File: src/rtl/core/rgbhsl_pkg.sv
package rgbhsl_pkg;

    typedef struct packed {
        logic [7:0] red;
        logic [7:0] green;
        logic [7:0] blue;
    } pixel_t;

    typedef struct packed {
        logic [8:0]  hue_deg;
        logic [12:0] sat_frac;
        logic [8:0]  light_twice;
    } hsl_t;

    typedef enum logic [1:0] {
        SEC_RED,
        SEC_GREEN,
        SEC_BLUE
    } sector_t;

    localparam int unsigned HUE_Q_BITS     = 6;   // 60*|diff|/chroma never exceeds 60
    localparam int unsigned HUE_NUM_BITS   = 14;  // 60*255 fits in 14 bits
    localparam logic [8:0]  HUE_GREEN_BASE = 9'd120;
    localparam logic [8:0]  HUE_BLUE_BASE  = 9'd240;
    localparam logic [8:0]  HUE_WRAP       = 9'd360;
    localparam logic [12:0] SAT_FIELD_MAX  = 13'd8191;

endpackage

File: src/rtl/core/rgb_to_hsl_pixel.sv
// A pixel word passes the front-end register, the divide stage registers and the output
// register. Throughput: one word per cycle, limited by nothing but stall.
// One restoring divide step per pipeline stage; hue quotient is done in the first six.
// Stall back-pressure collapses bubbles; stages only hold when the stage ahead is full.
// Reset clears all valid bits; the datapath registers are not reset.
module rgb_to_hsl_pixel #(
    parameter int unsigned SAT_FRAC_BITS = 12
) (
    input  logic                clk,
    input  logic                rst_n,
    input  logic                pix_valid,
    output logic                pix_stall,
    input  rgbhsl_pkg::pixel_t  pix,
    output logic                hsl_valid,
    input  logic                hsl_stall,
    output rgbhsl_pkg::hsl_t    hsl
);

    localparam int unsigned QW = SAT_FRAC_BITS + 1;      // sat quotient bits = divide stages
    localparam int unsigned CW = (QW > 13) ? QW : 13;
    localparam int unsigned HQ = rgbhsl_pkg::HUE_Q_BITS;
    localparam int unsigned HW = rgbhsl_pkg::HUE_NUM_BITS;

    // stage registers, index 0 is the front-end stage, index j+1 follows divide step j
    logic [QW:0]           v_reg;
    logic [7:0]            c_reg     [0:QW];
    logic [7:0]            den_reg   [0:QW];
    logic [7:0]            srem_reg  [0:QW];
    logic [QW-1:0]         squo_reg  [0:QW];
    logic [HW-1:0]         hrem_reg  [0:QW];
    logic [HQ-1:0]         hquo_reg  [0:QW];
    rgbhsl_pkg::sector_t   sec_reg   [0:QW];
    logic                  neg_reg   [0:QW];
    logic [8:0]            sum_reg   [0:QW];

    logic [7:0]            srem_next [1:QW];
    logic [QW-1:0]         squo_next [1:QW];
    logic [HW-1:0]         hrem_next [1:QW];
    logic [HQ-1:0]         hquo_next [1:QW];

    logic                  hsl_valid_reg;
    rgbhsl_pkg::hsl_t      hsl_reg;
    rgbhsl_pkg::hsl_t      hsl_next;

    logic [QW+1:0]         rdy;

    // front end
    logic [7:0]            mx, mn, da, db, mag;
    logic [8:0]            sum0;
    logic [7:0]            den0;
    rgbhsl_pkg::sector_t   sec0;
    logic                  neg0;
    logic [HW-1:0]         num0;

    always_comb
    begin
        if (pix.red >= pix.green && pix.red >= pix.blue)
        begin
            sec0 = rgbhsl_pkg::SEC_RED;
            mx   = pix.red;
            da   = pix.green;
            db   = pix.blue;
        end
        else if (pix.green >= pix.blue)
        begin
            sec0 = rgbhsl_pkg::SEC_GREEN;
            mx   = pix.green;
            da   = pix.blue;
            db   = pix.red;
        end
        else
        begin
            sec0 = rgbhsl_pkg::SEC_BLUE;
            mx   = pix.blue;
            da   = pix.red;
            db   = pix.green;
        end
        mn = pix.red;
        if (pix.green < mn)
            mn = pix.green;
        if (pix.blue < mn)
            mn = pix.blue;
        sum0 = {1'b0, mx} + {1'b0, mn};
        den0 = (sum0 >= 9'd255) ? 8'(9'd510 - sum0) : sum0[7:0];
        neg0 = db > da;
        mag  = neg0 ? (db - da) : (da - db);
        num0 = (HW'(mag) << 6) - (HW'(mag) << 2);
    end

    // ready chain, back to front
    always_comb
    begin
        rdy[QW+1] = !hsl_valid_reg || !hsl_stall;
        for (int k = QW; k >= 0; k--)
            rdy[k] = !v_reg[k] || rdy[k+1];
    end

    assign pix_stall = !rdy[0];

    // divide steps: one saturation bit per stage, one hue bit in the first HQ stages
    always_comb
    begin
        logic [8:0]    r2;
        logic          sge;
        logic [HW-1:0] dsh;
        logic          hge;
        for (int j = 0; j < QW; j++)
        begin
            // first step yields the integer bit, no shift
            if (j == 0)
                r2 = {1'b0, srem_reg[j]};
            else
                r2 = {srem_reg[j], 1'b0};
            sge = r2 >= {1'b0, den_reg[j]};
            srem_next[j+1] = sge ? 8'(r2 - {1'b0, den_reg[j]}) : r2[7:0];
            squo_next[j+1] = {squo_reg[j][QW-2:0], sge};
            if (j < HQ)
            begin
                dsh = HW'(c_reg[j]) << (HQ - 1 - j);
                hge = hrem_reg[j] >= dsh;
                hrem_next[j+1] = hge ? (hrem_reg[j] - dsh) : hrem_reg[j];
                hquo_next[j+1] = {hquo_reg[j][HQ-2:0], hge};
            end
            else
            begin
                hrem_next[j+1] = hrem_reg[j];
                hquo_next[j+1] = hquo_reg[j];
            end
        end
    end

    always_ff @(posedge clk or negedge rst_n)
    begin
        if (!rst_n)
        begin
            v_reg         <= '0;
            hsl_valid_reg <= 1'b0;
        end
        else
        begin
            if (rdy[0])
                v_reg[0] <= pix_valid;
            for (int k = 1; k <= QW; k++)
                if (rdy[k])
                    v_reg[k] <= v_reg[k-1];
            if (rdy[QW+1])
                hsl_valid_reg <= v_reg[QW];
        end
    end

    always_ff @(posedge clk)
    begin
        if (rdy[0] && pix_valid)
        begin
            c_reg[0]    <= mx - mn;
            den_reg[0]  <= den0;
            srem_reg[0] <= mx - mn;
            squo_reg[0] <= '0;
            hrem_reg[0] <= num0;
            hquo_reg[0] <= '0;
            sec_reg[0]  <= sec0;
            neg_reg[0]  <= neg0;
            sum_reg[0]  <= sum0;
        end
        for (int k = 1; k <= QW; k++)
        begin
            if (rdy[k] && v_reg[k-1])
            begin
                c_reg[k]    <= c_reg[k-1];
                den_reg[k]  <= den_reg[k-1];
                srem_reg[k] <= srem_next[k];
                squo_reg[k] <= squo_next[k];
                hrem_reg[k] <= hrem_next[k];
                hquo_reg[k] <= hquo_next[k];
                sec_reg[k]  <= sec_reg[k-1];
                neg_reg[k]  <= neg_reg[k-1];
                sum_reg[k]  <= sum_reg[k-1];
            end
        end
        if (rdy[QW+1] && v_reg[QW])
            hsl_reg <= hsl_next;
    end

    // final compose: hue from sector, sign and quotient; saturation clamp; zero chroma forces hue and saturation to 0
    always_comb
    begin
        logic [8:0]    q9;
        logic [8:0]    base;
        logic          remnz;
        logic [CW-1:0] sq;
        q9    = 9'(hquo_reg[QW]);
        remnz = hrem_reg[QW] != '0;
        sq    = CW'(squo_reg[QW]);
        base  = rgbhsl_pkg::HUE_BLUE_BASE;
        hsl_next.light_twice = sum_reg[QW];
        case (sec_reg[QW])
            rgbhsl_pkg::SEC_RED:
            begin
                if (!neg_reg[QW])
                    hsl_next.hue_deg = q9;
                else if (q9 == 9'd0)
                    hsl_next.hue_deg = 9'd0;
                else
                    hsl_next.hue_deg = rgbhsl_pkg::HUE_WRAP - q9;
            end
            default:
            begin
                if (sec_reg[QW] == rgbhsl_pkg::SEC_GREEN)
                    base = rgbhsl_pkg::HUE_GREEN_BASE;
                // negative offset floors, so a nonzero remainder takes one more off
                if (neg_reg[QW])
                    hsl_next.hue_deg = base - q9 - 9'(remnz);
                else
                    hsl_next.hue_deg = base + q9;
            end
        endcase
        if (sq > CW'(rgbhsl_pkg::SAT_FIELD_MAX))
            hsl_next.sat_frac = rgbhsl_pkg::SAT_FIELD_MAX;
        else
            hsl_next.sat_frac = sq[12:0];
        if (c_reg[QW] == 8'd0)
        begin
            hsl_next.hue_deg  = 9'd0;
            hsl_next.sat_frac = 13'd0;
        end
    end

    assign hsl_valid = hsl_valid_reg;
    assign hsl       = hsl_reg;

    a_hue_range: assert property (@(posedge clk) disable iff (!rst_n)
        hsl_valid_reg |-> hsl_reg.hue_deg <= 9'd359)
        else $error("hue out of range");

    a_hue_implies_sat: assert property (@(posedge clk) disable iff (!rst_n)
        hsl_valid_reg && hsl_reg.hue_deg != 9'd0 |-> hsl_reg.sat_frac != 13'd0)
        else $error("chromatic word with zero saturation");

    a_sat_bound: assert property (@(posedge clk) disable iff (!rst_n)
        hsl_valid_reg |-> CW'(hsl_reg.sat_frac) <= (CW'(1) << SAT_FRAC_BITS))
        else $error("saturation above one");

    a_stall_front: assert property (@(posedge clk) disable iff (!rst_n)
        pix_stall |-> (&v_reg) && hsl_valid_reg)
        else $error("input stalled with a bubble in the pipe");

endmodule

File: config.mk
export PLATFORM = sky130hd
export DESIGN_NAME = rgb_to_hsl_pixel
export DESIGN_NICKNAME = d
export VERILOG_FILES = /design/src/rtl/core/rgbhsl_pkg.sv /design/src/rtl/core/rgb_to_hsl_pixel.sv
export SDC_FILE = /design/constraint.sdc
export NUM_CORES = 1
export LEC_CHECK = 0
export BUFFER_PORTS_ARGS = -buffer_cell sky130_fd_sc_hd__buf_2
export CAP_MARGIN = 30
export CORE_MARGIN = 2
export CORE_UTILIZATION = 35
export CTS_CLUSTER_SIZE = 12
export DETAILED_ROUTE_END_ITERATION = 10
export PLACE_DENSITY = 0.53
export SETUP_SLACK_MARGIN = 0.3
export SLEW_MARGIN = 30
export SYNTH_ARGS = -nofsm -noshare
export SYNTH_HDL_FRONTEND = slang
export SYNTH_SLANG_ARGS = --single-unit
File: constraint.sdc
create_clock -name clk -period 5.2 [get_ports clk]
set_input_delay 0.26 -clock clk [delete_from_list [all_inputs] [get_ports clk]]
set_output_delay 0.26 -clock clk [all_outputs]
set_load 0.01 [all_outputs]
==> results.json <==
{
  "startpoint": "pix[8]",
  "register_bit_total_from_synthesis": 838,
  "vias_per_inst": 4.67,
  "criticalPathCategory": "in -> reg",
  "switching_share": 0.306,
  "critical_path.reg2reg.endpoint": "hrem_reg[0][67]",
  "place.port_buffers": 60,
  "layout_setup_ws_ps": 216,
  "final.setup.tns_ps": 0,
  "worst-endpoint-required_ps": 5590,
  "worstPathMaxFanout": 6,
  "top_level_i_o_count": 61,
  "cts_num_sinks": 838,
  "via_count": 20200,
  "maxSlewHeadroom": 0.405,
  "worst-endpoint-arrival_ps": 5370,
  "design.core.area_um2": 107000,
  "worst_reg_to_reg_setup_slack_ps": 1930,
  "p_seq_frac": 0.433,
  "clock_power_share": 0.233,
  "area_growth_syn_to_layout_pct": 17.1,
  "ant_nets": 0,
  "leakage_power_nw": 17.0,
  "synth_warnings": 0,
  "yosysUniqueCellTypes": 67,
  "nFillCells": 9668,
  "grt_pass1_vias": 21400,
  "number_of_enable_type_register_cells_in_the_synthesized_netlist": 823,
  "overflow": 0,
  "ys_seq_area_frac": 0.668,
  "placement_rows": 120,
  "period_minus_slack_ps": 4980,
  "worst_skew_pair.late_latency_ps": 640,
  "wl_per_cell_um": 14.6,
  "layout.nets": 3139,
  "initialDrtViolationCount": 1053,
  "dp_worst_setup_slack_ps": -603,
  "hpwl_um": 45700,
  "htree_num_levels": 3,
  "setup.worst_path.end_class": "flop",
  "synth.cell_area_um2": 37500,
  "power_per_cell_area_nw_per_um2": 564,
  "drcViolationCount": 0,
  "multiInputGateArea_um2": 11700,
  "timing.final.max_slew_violations": 0,
  "layout_cell_area_excl_fill_um2": 43900,
  "crit_path_start_kind": "input pin",
  "worstRegToRegCells": 10,
  "grt_start_max_net_pins": 67,
  "largest_register_ff_count": 185,
  "pwr-share-comb": 0.334,
  "globalRouteTotalUtil": 0.115,
  "r2r_start": "c_reg[0][24]",
  "report.final.setup_viol": 0,
  "ctsRootBufferMaster": "sky130_fd_sc_hd__clkbuf_16",
  "max-cap-violations": 0,
  "intPower_mw": 17.2,
  "worst_ir_drop_vdd_uv": 253,
  "initial_standard_cell_utilization_of_the_core": 0.352,
  "synth_cells": 2558,
  "share_of_post_route_cells_with_drive_strength_above_1": 0.186,
  "layout.cells.most_common": "sky130_fd_sc_hd__edfxtp_1",
  "final_cell_mix": "sky130_fd_sc_hd__edfxtp_1, sky130_fd_sc_hd__inv_1, sky130_fd_sc_hd__ha_1",
  "synth_area_per_cell_um2": 14.7,
  "synth_top_flop_cell": "sky130_fd_sc_hd__edfxtp_1",
  "final-seq-area_um2": 25100,
  "final_core_utilization": 0.412,
  "grt_pass1_wl_um": 105000,
  "worstMarginPinSlew_ps": 893,
  "min_period_over_period": 0.959,
  "die_width_um": 331,
  "die_area_um2": 110000,
  "power_mw": 24.8,
  "hp-class": "in -> async",
  "p_sw_mw": 7.58,
  "fmaxAchievable_ghz": 0.201,
  "drt-pass1-iter-count": 7,
  "run_status": "complete, no violations",
  "post_dp_cell_area_um2": 40800,
  "ctsLongestPathBuffers": 3,
  "async_flop_share": 0.0179,
  "cts_tree": "built",
  "gp_congestion": 0.851,
  "report.final.hold_viol_count": 0,
  "drt_wl_total_um": 63000,
  "antenna_violations_before_repair": 0,
  "synth.net_count": 2839,
  "die_height_um": 331,
  "finalClockSkew_ps": 32.6,
  "cts-buffers-inserted": 89,
  "clk_transition_reported_paths_ps": 50,
  "rsz0062_at_grt": "true",
  "n_antenna_cell": 0
}
## metal layers
| layer | vias to the layer above | routed length, um | share of wire | track usage |
|---|---|---|---|---|
| met3 | 129 | 1950 | 0.031 | 0.0190 |
| met5 | - | 0 | 0 | 0 |
| met2 | 298 | 32600 | 0.52 | 0.212 |
| met1 | 9745 | 26600 | 0.42 | 0.132 |
| met4 | 0 | 1860 | 0.030 | 0.0480 |
| li1 | 10000 | - | - | - |
## worst max-delay path, stage by stage
cell                       delay [ps]
sky130_fd_sc_hd__buf_12           110
sky130_fd_sc_hd__inv_12            40
sky130_fd_sc_hd__ha_4             180
sky130_fd_sc_hd__nand2b_4         130
sky130_fd_sc_hd__a21oi_2          120
sky130_fd_sc_hd__nor2b_1           50
sky130_fd_sc_hd__o21ai_1          160
sky130_fd_sc_hd__a21oi_2           90
sky130_fd_sc_hd__o41ai_4          360
sky130_fd_sc_hd__buf_4            180
sky130_fd_sc_hd__buf_6            100
sky130_fd_sc_hd__mux2_4           300
sky130_fd_sc_hd__mux2_4           280
sky130_fd_sc_hd__ha_4             290
sky130_fd_sc_hd__nand2_4           40
sky130_fd_sc_hd__or4_4            540
sky130_fd_sc_hd__o31ai_4          130
sky130_fd_sc_hd__mux2_4           370
sky130_fd_sc_hd__nor3_4           180
sky130_fd_sc_hd__xor2_1           220
sky130_fd_sc_hd__ha_1             280
sky130_fd_sc_hd__a21o_1           160
sky130_fd_sc_hd__a21o_1           200
sky130_fd_sc_hd__a21oi_2          170
sky130_fd_sc_hd__and2_4           180
sky130_fd_sc_hd__nand4_1           90
sky130_fd_sc_hd__xor2_1           170
## power groups by stage
stage | clock, mW | sequential, mW | combinational, mW
final | 5.76 | 10.7 | 8.28
after global routing | 6.24 | 10.9 | 9.30
after CTS | 5.98 | 10.8 | 8.14
after detailed placement | 0 | 10.9 | 7.97
after global placement | 0 | 10.8 | 7.79
after floorplan | 0 | 10.6 | 5.92
## repair_timing
action,4_1_cts,5_1_grt
resized for setup,9,52
setup buffers,14,10
cloned,0,0
pin swaps,7,41
setup endpoints to repair,11,12
hold buffers,3,0
hold endpoints to repair,19,0
## synth_stat cells (22+ instances only)
library cell               number  area (um^2)
sky130_fd_sc_hd__mux2_2        99         1110
sky130_fd_sc_hd__a21o_1        42          315
sky130_fd_sc_hd__xnor2_1       71          622
sky130_fd_sc_hd__xor2_1        48          420
sky130_fd_sc_hd__a21boi_0      39          293
sky130_fd_sc_hd__mux2i_1       82          821
sky130_fd_sc_hd__nand3_1       26          130
sky130_fd_sc_hd__a21oi_1       74          370
sky130_fd_sc_hd__nor2_1       139          522
sky130_fd_sc_hd__ha_1         231         2890
sky130_fd_sc_hd__nor3_1        26          130
sky130_fd_sc_hd__inv_1        272         1020
sky130_fd_sc_hd__nand4_1       30          188
sky130_fd_sc_hd__o21ai_0      112          561
sky130_fd_sc_hd__fa_1          22          440
sky130_fd_sc_hd__o21a_1        34          255
sky130_fd_sc_hd__nor2b_1       48          300
sky130_fd_sc_hd__edfxtp_1     823        24700
sky130_fd_sc_hd__nand2b_1      30          188
sky130_fd_sc_hd__nand2_1      101          379
sky130_fd_sc_hd__and2_1        27          169
sky130_fd_sc_hd__nor4_1        23          144
## how the worst max path moves through the flow
stage | cells past startpoint | end
floorplan | 26 | hrem_reg[0][13]
global placement | 27 | hrem_reg[0][13]
detailed placement | 26 | hrem_reg[0][13]
CTS | 28 | hrem_reg[0][13]
global route | 27 | hrem_reg[0][13]
finish | 27 | hrem_reg[0][13]
## final cells by class
type                            instances  share of cell area
Sequential cell                       838               0.571
Clock inverter                         34             0.00678
Multi-Input combinational cell       1426               0.267
Inverter                              273              0.0238
Timing Repair Buffer                  230              0.0379
Tap cell                             1403              0.0400
Clock buffer                          122              0.0535
## cell families (layout without fill, tap and decap cells)
group,after synthesis,after routing,synth area share
compound gates,380,380,0.0665
xor+xnor,121,121,0.0286
fa+ha+maj,253,253,0.0887
buf+inv,294,659,0.0301
flops,838,838,0.668
mux,183,183,0.0524
simple gates,489,489,0.0652
## through the flow
stage / instances / hold WS, ps
final: 4326 / 62.2
after global placement: 4143 / 181
after detailed placement: 4143 / 186
after global routing: 4326 / 79.6
after CTS: 4316 / 18.7
after floorplan: 2558 / -35.6
Note: power is estimated with default switching activity, not from simulation.
